`src/hdl/mbpscan_pkg.sv`:
```
// Shared constants and types of the masked byte pattern scanner.
`timescale 1ns / 1ps

package mbpscan_pkg;

  // Payload and register widths
  localparam int unsigned DATA_W            = 8;
  localparam int unsigned PATTERN_REG_BYTES = 16;
  localparam int unsigned PATTERN_W         = 64;
  localparam int unsigned CARE_W            = 16;
  localparam int unsigned LENGTH_W          = 5;
  localparam int unsigned COUNT_W           = 32;
  localparam int unsigned OFFSET_W          = 32;
  localparam int unsigned MATCH_W           = 32;

  // Configuration port
  localparam int unsigned CFG_DATA_W  = 64;
  localparam int unsigned CFG_INDEX_W = 3;

  typedef enum logic [CFG_INDEX_W-1:0] {
    REG_PATTERN_LOW  = 3'd0,
    REG_PATTERN_HIGH = 3'd1,
    REG_CARE_MASK    = 3'd2,
    REG_PATTERN_LEN  = 3'd3,
    REG_MAX_HITS     = 3'd4,
    REG_START_OFFSET = 3'd5
  } cfg_reg_t;

endpackage

```
`src/hdl/mbpscan_if.sv`:
```
// Valid/ready channel interfaces for the scanner's byte input and result output.
`timescale 1ns / 1ps

interface mbpscan_in_if
  import mbpscan_pkg::*;
();
  logic              valid;
  logic              ready;
  logic [DATA_W-1:0] data_byte;
  logic              buffer_end;

  modport source (output valid, output data_byte, output buffer_end, input ready);
  modport sink   (input valid, input data_byte, input buffer_end, output ready);
endinterface

interface mbpscan_out_if
  import mbpscan_pkg::*;
();
  logic               valid;
  logic               ready;
  logic [MATCH_W-1:0] match_start;
  logic               found;
  logic               search_done;

  modport source (output valid, output match_start, output found, output search_done,
                  input ready);
  modport sink   (input valid, input match_start, input found, input search_done,
                  output ready);
endinterface

```
`src/hdl/masked_byte_pattern_scanner_core.sv`:
```
// Masked byte pattern scanner: top level with window compare and result register.
`timescale 1ns / 1ps

// One byte word is taken per clock cycle when the result side keeps ready high;
// each word is captured in an input register, and its result word, if any, is
// written to the result register once that register is free. The rate is set
// by the window compare, which checks all pattern bytes against the held
// history and the new byte in parallel and combinationally. A result word
// is produced for a byte that completes a reportable matching window, or for
// the byte flagged buffer_end (search_done set); other bytes give no word. The
// history, the position counter and the hit counter clear after the final
// byte of each buffer. Configuration writes take effect from the next byte.
module masked_byte_pattern_scanner_core
  import mbpscan_pkg::*;
#(
  parameter int unsigned MAX_PATTERN_BYTES = 16,
  parameter int unsigned POSITION_BITS     = 32
) (
  input  logic                   clk,
  input  logic                   rst,
  mbpscan_in_if.sink             in_ch,
  mbpscan_out_if.source          out_ch,
  input  logic                   write_en,
  input  logic [CFG_INDEX_W-1:0] reg_index,
  input  logic [CFG_DATA_W-1:0]  write_data
);

  localparam int unsigned HIST_DEPTH = (MAX_PATTERN_BYTES > 1) ? MAX_PATTERN_BYTES - 1 : 1;
  localparam int unsigned HIDX_W     = (HIST_DEPTH > 1) ? $clog2(HIST_DEPTH) : 1;
  localparam int unsigned LEN_W      = $clog2(MAX_PATTERN_BYTES + 1);
  localparam int unsigned CMP_W      = ((LEN_W > LENGTH_W) ? LEN_W : LENGTH_W) + 1;
  localparam int unsigned ST_W       = (POSITION_BITS > OFFSET_W) ? POSITION_BITS : OFFSET_W;

  // Configuration registers
  logic [PATTERN_W-1:0] pattern_low;
  logic [PATTERN_W-1:0] pattern_high;
  logic [CARE_W-1:0]    care_mask;
  logic [LENGTH_W-1:0]  pattern_length;
  logic [COUNT_W-1:0]   max_hits;
  logic [OFFSET_W-1:0]  start_offset;

  // Input stage
  logic              s1_valid;
  logic [DATA_W-1:0] s1_byte;
  logic              s1_last;

  // Buffer state
  logic [DATA_W-1:0]        hist [HIST_DEPTH];
  logic [POSITION_BITS-1:0] byte_position;
  logic [COUNT_W-1:0]       hit_count;
  logic                     hits_exhausted;

  // Result register
  logic               o_valid;
  logic [MATCH_W-1:0] o_match_start;
  logic               o_found;
  logic               o_done;

  logic                     out_free;
  logic                     s1_adv;
  logic [LEN_W-1:0]         eff_len;
  logic [POSITION_BITS-1:0] len_m1;
  logic [POSITION_BITS-1:0] win_start;
  logic [ST_W-1:0]          win_start_ext;
  logic                     window_full;
  logic                     offset_ok;
  logic                     exh_now;
  logic [MAX_PATTERN_BYTES-1:0] byte_ok;
  logic                     hit;
  logic [COUNT_W-1:0]       hit_count_next;
  logic                     hits_exhausted_next;
  logic [2*PATTERN_W-1:0]   pattern_all;

  // Handshake: the input stage moves on whenever the result register is free
  assign out_free    = !o_valid || out_ch.ready;
  assign s1_adv      = s1_valid && out_free;
  assign in_ch.ready = !s1_valid || out_free;

  assign out_ch.valid       = o_valid;
  assign out_ch.match_start = o_match_start;
  assign out_ch.found       = o_found;
  assign out_ch.search_done = o_done;

  // Configuration writes
  always_ff @(posedge clk) begin
    if (rst) begin
      pattern_low    <= '0;
      pattern_high   <= '0;
      care_mask      <= '0;
      pattern_length <= LENGTH_W'(1);
      max_hits       <= '0;
      start_offset   <= '0;
    end else if (write_en) begin
      unique case (cfg_reg_t'(reg_index))
        REG_PATTERN_LOW:  pattern_low    <= write_data;
        REG_PATTERN_HIGH: pattern_high   <= write_data;
        REG_CARE_MASK:    care_mask      <= write_data[CARE_W-1:0];
        REG_PATTERN_LEN:  pattern_length <= write_data[LENGTH_W-1:0];
        REG_MAX_HITS:     max_hits       <= write_data[COUNT_W-1:0];
        REG_START_OFFSET: start_offset   <= write_data[OFFSET_W-1:0];
        default: ;
      endcase
    end
  end

  // Input register
  always_ff @(posedge clk) begin
    if (rst) begin
      s1_valid <= 1'b0;
    end else if (in_ch.valid && in_ch.ready) begin
      s1_valid <= 1'b1;
    end else if (s1_adv) begin
      s1_valid <= 1'b0;
    end
  end

  always_ff @(posedge clk) begin
    if (in_ch.valid && in_ch.ready) begin
      s1_byte <= in_ch.data_byte;
      s1_last <= in_ch.buffer_end;
    end
  end

  // Effective pattern length, clamped to 1..MAX_PATTERN_BYTES
  always_comb begin
    if (pattern_length == '0) begin
      eff_len = LEN_W'(1);
    end else if (CMP_W'(pattern_length) > CMP_W'(MAX_PATTERN_BYTES)) begin
      eff_len = LEN_W'(MAX_PATTERN_BYTES);
    end else begin
      eff_len = LEN_W'(pattern_length);
    end
  end

  assign pattern_all = {pattern_high, pattern_low};

  // Per-byte compare; pattern byte j meets the byte eff_len-1-j words back
  for (genvar j = 0; j < MAX_PATTERN_BYTES; j++) begin : g_cmp
    if (j < PATTERN_REG_BYTES) begin : g_reg
      logic [LEN_W-1:0]  back;
      logic [HIDX_W-1:0] hidx;
      logic [DATA_W-1:0] have;
      logic              active;

      assign back   = eff_len - LEN_W'(j + 1);
      assign hidx   = HIDX_W'(back - LEN_W'(1));
      assign have   = (back == '0) ? s1_byte : hist[hidx];
      assign active = (LEN_W'(j) < eff_len) && care_mask[j];
      assign byte_ok[j] = !active || (have == pattern_all[DATA_W*j +: DATA_W]);
    end else begin : g_wild
      // no pattern register behind this position: always a wildcard
      assign byte_ok[j] = 1'b1;
    end
  end

  // Window position, hit limit and offset checks
  assign len_m1        = POSITION_BITS'(eff_len - LEN_W'(1));
  assign window_full   = byte_position >= len_m1;
  assign win_start     = byte_position - len_m1;
  assign win_start_ext = ST_W'(win_start);
  assign offset_ok     = win_start_ext >= ST_W'(start_offset);
  assign exh_now       = hits_exhausted || ((max_hits != '0) && (hit_count >= max_hits));
  assign hit           = window_full && !exh_now && offset_ok && (&byte_ok);

  always_comb begin
    hit_count_next = hit_count;
    if (hit && (hit_count != '1)) begin
      hit_count_next = hit_count + COUNT_W'(1);
    end
    hits_exhausted_next = exh_now ||
                          (hit && (max_hits != '0) && (hit_count_next >= max_hits));
  end

  // Buffer state update, cleared after the final byte
  always_ff @(posedge clk) begin
    if (rst) begin
      byte_position  <= '0;
      hit_count      <= '0;
      hits_exhausted <= 1'b0;
    end else if (s1_adv) begin
      if (s1_last) begin
        byte_position  <= '0;
        hit_count      <= '0;
        hits_exhausted <= 1'b0;
      end else begin
        if (byte_position != '1) begin
          byte_position <= byte_position + POSITION_BITS'(1);
        end
        hit_count      <= hit_count_next;
        hits_exhausted <= hits_exhausted_next;
      end
    end
  end

  // History shift line
  always_ff @(posedge clk) begin
    if (rst) begin
      for (int k = 0; k < HIST_DEPTH; k++) begin
        hist[k] <= '0;
      end
    end else if (s1_adv) begin
      if (s1_last) begin
        for (int k = 0; k < HIST_DEPTH; k++) begin
          hist[k] <= '0;
        end
      end else begin
        hist[0] <= s1_byte;
        for (int k = 1; k < HIST_DEPTH; k++) begin
          hist[k] <= hist[k-1];
        end
      end
    end
  end

  // Result register
  always_ff @(posedge clk) begin
    if (rst) begin
      o_valid <= 1'b0;
    end else if (s1_adv && (hit || s1_last)) begin
      o_valid <= 1'b1;
    end else if (out_ch.ready) begin
      o_valid <= 1'b0;
    end
  end

  always_ff @(posedge clk) begin
    if (s1_adv && (hit || s1_last)) begin
      o_match_start <= hit ? win_start_ext[MATCH_W-1:0] : '0;
      o_found       <= hit;
      o_done        <= s1_last;
    end
  end

endmodule

```
`src/flat_wrapper.sv`:
```
// flat-port wrapper written by rule: the top's interface ports become plain ports
module masked_byte_pattern_scanner_core_flat import mbpscan_pkg::*;
#(
  parameter int unsigned MAX_PATTERN_BYTES = 16,
  parameter int unsigned POSITION_BITS     = 32
)
  (clk, rst, write_en, reg_index, write_data, in_ch_valid, in_ch_data_byte, in_ch_buffer_end, in_ch_ready, out_ch_valid, out_ch_match_start, out_ch_found, out_ch_search_done, out_ch_ready);
  mbpscan_in_if in_ch_i ();
  mbpscan_out_if out_ch_i ();
  input  logic clk;
  input  logic rst;
  input  logic write_en;
  input  logic [CFG_INDEX_W-1:0] reg_index;
  input  logic [CFG_DATA_W-1:0] write_data;
  input wire logic [$bits(in_ch_i.valid)-1:0] in_ch_valid;
  input wire logic [$bits(in_ch_i.data_byte)-1:0] in_ch_data_byte;
  input wire logic [$bits(in_ch_i.buffer_end)-1:0] in_ch_buffer_end;
  output wire logic [$bits(in_ch_i.ready)-1:0] in_ch_ready;
  output wire logic [$bits(out_ch_i.valid)-1:0] out_ch_valid;
  output wire logic [$bits(out_ch_i.match_start)-1:0] out_ch_match_start;
  output wire logic [$bits(out_ch_i.found)-1:0] out_ch_found;
  output wire logic [$bits(out_ch_i.search_done)-1:0] out_ch_search_done;
  input wire logic [$bits(out_ch_i.ready)-1:0] out_ch_ready;
  assign in_ch_i.valid = in_ch_valid;
  assign in_ch_i.data_byte = in_ch_data_byte;
  assign in_ch_i.buffer_end = in_ch_buffer_end;
  assign in_ch_ready = in_ch_i.ready;
  assign out_ch_valid = out_ch_i.valid;
  assign out_ch_match_start = out_ch_i.match_start;
  assign out_ch_found = out_ch_i.found;
  assign out_ch_search_done = out_ch_i.search_done;
  assign out_ch_i.ready = out_ch_ready;
  masked_byte_pattern_scanner_core #(.MAX_PATTERN_BYTES(MAX_PATTERN_BYTES), .POSITION_BITS(POSITION_BITS)) u_core (.clk(clk), .rst(rst), .in_ch(in_ch_i), .out_ch(out_ch_i), .write_en(write_en), .reg_index(reg_index), .write_data(write_data));
endmodule
```
`config.mk`:
```
export PLATFORM = sky130hd
export DESIGN_NAME = masked_byte_pattern_scanner_core_flat
export DESIGN_NICKNAME = d
export VERILOG_FILES = /design/src/hdl/mbpscan_pkg.sv /design/src/hdl/mbpscan_if.sv /design/src/hdl/masked_byte_pattern_scanner_core.sv /design/src/flat_wrapper.sv
export SDC_FILE = /design/constraint.sdc
export NUM_CORES = 2
export LEC_CHECK = 0
export BUFFER_PORTS_ARGS = -buffer_cell sky130_fd_sc_hd__buf_2
export CAP_MARGIN = 0
export CORE_MARGIN = 3
export CORE_UTILIZATION = 45
export CTS_CLUSTER_DIAMETER = 30
export DETAILED_ROUTE_END_ITERATION = 16
export PLACE_DENSITY_LB_ADDON = 0.05
export SYNTH_ARGS = -nofsm -noshare
export SYNTH_HDL_FRONTEND = slang
export SYNTH_SLANG_ARGS = --single-unit
```
`constraint.sdc`:
```
create_clock -name clk -period 19.2 [get_ports clk]
set_clock_uncertainty 0.1 [all_clocks]
set_input_delay 2.88 -clock clk [delete_from_list [all_inputs] [get_ports clk]]
set_output_delay 2.88 -clock clk [all_outputs]
set_load 0.02 [all_outputs]
```
==> impl_metrics.tcl <==
set metrics [dict create \
    outcome "finished clean" \
    path_delay_family "compound AO/OA/AOI/OAI gates" \
    design.die.area_um2 78200 \
    combined_flip_flop_and_latch_cell_area_um2 10400 \
    layout.filler_cells 6948 \
    finalInstanceArea_um2 39200 \
    synth_sequential_area_ratio_pct 30.9 \
    drt-initial-drc-count 3664 \
    crit_path_max_fanout 48 \
    clkLatencyLatePin_ns 0.67 \
    timing.fmax_ghz 0.0746 \
    drive_gt1_share_pct 13.0 \
    remaining_drc_errors 0 \
    clock_sink_count 443 \
    grt_pass1_vias 29900 \
    grt_remaining_overflow 0 \
    clk_transition_reported_paths_ns 0.05 \
    vias_per_cell 6.33 \
    die-width_um 280 \
    finalNetCount 4283 \
    timing.final.crit_share_pct 69.8 \
    finalSetupViolCount 0 \
    placedCellCount 4895 \
    placementRows 99 \
    synthTopCellsByArea "dfxtp_1 (17%), edfxtp_1 (14%), nand2_1 (7.5%)" \
    cts_resized 0 \
    portBuffers 116 \
    tritoncts "built" \
    cts.path.max_buffers 3 \
    initial_core_util_pct 45.8 \
    number_of_enable_type_register_cells_in_the_synthesized_netlist 155 \
    worst-setup-path-type "reg2reg" \
    timing.critical_path.buf_inv 4 \
    worst_setup_path_end_kind "register" \
    ys.warnings.count 0 \
    number_of_hold_buffers_added_after_cts 0 \
    drv_slew 0 \
    worstSetupStartpointType "register" \
    worst_hold_slack_ns 0.353 \
    yosys_register_bits 443 \
    ctsHtreeMaxLevel 3 \
    global_route_wire_length_before_repair_mm 207 \
    synth_fp_nets 4267 \
    drt_first_pass_iters 5 \
    timing.critical_path.mode_cell "a21o_1" \
    netlist_instances 4037 \
    setup-tns-final_ns 0 \
    die_h_um 280 \
    diodes 0 \
    synthDominantAreaCellType "dfxtp_1" \
    yosys.cell_types.count 98 \
    asyncSetResetFlopFracSynth_pct 0 \
    ctsRootBufferMaster "clkbuf_16" \
    worst_hold_path_type "reg2reg" \
    crit_required_ns 19.67 \
    netlist.area_leader.share_pct 17.1 \
    syn-cell-area_um2 33700 \
    finalHoldViolCount 0 \
    power_per_cell_area_nw_per_um2 94.5 \
    hpwl_mm 103 \
    areaGrowthSynthToFinish_pct 16.2 \
    finalPower_mw 3.70 \
    wl_mm 141 \
    cts_setup_buffers 0 \
    yosys.cell_count.top_type "nand2_1" \
    postPlaceCellArea_um2 35000 \
    num_vias 32400 \
    gp_congestion 1.05 \
    finalNonFillerCells 5114 \
    synth.top_cells.by_count "nand2_1 (677), a21oi_1 (337), dfxtp_1 (288), clkbuf_1 (223), nor2_1 (213)" \
    grt_total_usage_pct 35.4 \
    final_antenna_net_count 0 \
    multi_input_comb_area_um2 21800 \
    coreArea_um2 73600 \
    data_arrival_at_the_endpoint_of_the_critical_path_ns 13.87 \
    ys_dominant_reg_cell "dfxtp_1" \
    grt_max_degree 104 \
    grt_antenna_before_repair 2 \
    route.detailed.wl_per_inst_um 27.7 \
    crit_path_max_incr_delay_ns 0.85 \
    cts_buffers 115 \
    cellLeakagePower_nw 15.3 \
    crit_slowest_cell "nand2b_1" \
    rsz0062_at_grt "no" \
    syn_avg_cell_area_um2 8.35 \
    relative_slew_slack_pct 5.80 \
    tightest_pin_transition_ns 1.41 \
    min_period_ns 13.41 \
    ir_drop_v 0.0000695 \
    i_o_pin_count 117 \
    timing.max_cap.violations 0 \
]
==> registers in the layout (all words and copies together), names as in the netlist, 5 cells and up <==
name and flops:
u_core.hist 120, u_core.pattern_high 64, u_core.pattern_low 64, u_core.byte_position 32
u_core.hit_count 32, u_core.max_hits 32, u_core.out_ch.match_start 32, u_core.start_offset 32
u_core.care_mask 16, u_core.s1_byte 8, u_core.pattern_length 5
==> through the flow <==
step                util, %  worst slack, ns
floorplan                 -             8.17
global placement       47.5             6.35
detailed placement     47.5             6.06
CTS                    53.2             6.03
global route           53.2             5.18
finish                 53.2             5.79
==> final timing paths <==
path / startpoint / endpoint / slack [ns] / depth (start not counted)
worst max-delay path: u_core.pattern_length[4] / u_core.hits_exhausted / 5.79 / 46
worst min-delay path: u_core.start_offset[15] / u_core.start_offset[15] / 0.35 / 2
worst max register to register: u_core.pattern_length[4] / u_core.hits_exhausted / 5.79 / 46
worst min register to register: u_core.start_offset[15] / u_core.start_offset[15] / 0.35 / 2
==> area by class of cell <==
| class | instances | share of cell area, % |
|---|---|---|
| clock buffers | 152 | 8.20 |
| repair buffers | 183 | 2.78 |
| well taps | 959 | 3.06 |
| clock inverters | 67 | 2.53 |
| multi-input cells | 3189 | 55.6 |
| inverters | 121 | 1.17 |
| flip-flops and latches | 443 | 26.6 |
==> layer usage <==
metal | global-route usage (%) | wire (um) | share of wire, % | up-vias
met5 | 0 | 0 | 0 | -
met3 | 9.62 | 14800 | 10 | 265
met2 | 49.1 | 56900 | 40 | 1534
met1 | 52.4 | 64600 | 46 | 15800
met4 | 12.4 | 5260 | 3.7 | 0
li1 | - | - | - | 14800
==> kinds of logic (layout without fill, tap and decap cells) <==
logic type	count (synthesis)	count (layout)	share of synthesized area, %
AO/OA/AOI/OAI	933	933	18.1
XOR/XNOR	262	262	6.87
adder cells (fa/ha/maj)	149	149	5.55
buffers and inverters	405	523	4.79
flip-flops	443	443	30.9
multiplexers	271	271	10.4
AND/OR/NAND/NOR	1574	1574	23.3
==> layout by cell type (no fill, tap or decap), drive strengths merged, types with 14 or more instances in the layout <==
cell type | synthesis | final
and3 | 146 | 146
nand2 | 678 | 678
clkinv | 0 | 33
nor2 | 213 | 213
a21oi | 337 | 337
mux2 | 37 | 37
o21ai | 116 | 116
a22oi | 27 | 27
or4bb | 45 | 45
o211ai | 72 | 72
nand3 | 69 | 69
edfxtp | 155 | 155
a31oi | 30 | 30
clkbuf | 223 | 152
nor4 | 47 | 47
bufinv | 0 | 20
buf | 61 | 183
a32oi | 14 | 14
nor3 | 38 | 38
or4 | 17 | 17
a211oi | 26 | 26
and2 | 26 | 26
dfxtp | 288 | 288
a221oi | 27 | 27
mux2i | 174 | 174
o22ai | 28 | 28
ha | 148 | 148
nand4 | 93 | 93
o21a | 16 | 16
xor2 | 131 | 131
xnor2 | 131 | 131
o221ai | 25 | 25
nor2b | 58 | 58
inv | 121 | 123
a22o | 14 | 14
a21o | 68 | 68
mux4 | 60 | 60
nand2b | 99 | 99
==> power by group <==
group | total [mW] | switching, mW | internal, mW
logic | 0.585 | 0.378 | 0.207
clock network | 2.06 | 0.620 | 1.44
registers | 1.06 | 0.0455 | 1.01
==> tightest hold or removal path: stages, from the launching register on <==
cell and delay (ns):
dfxtp_1 0.30, nand2_1 0.05, a21oi_1 0.05
(Power assumes the default switching activity.)
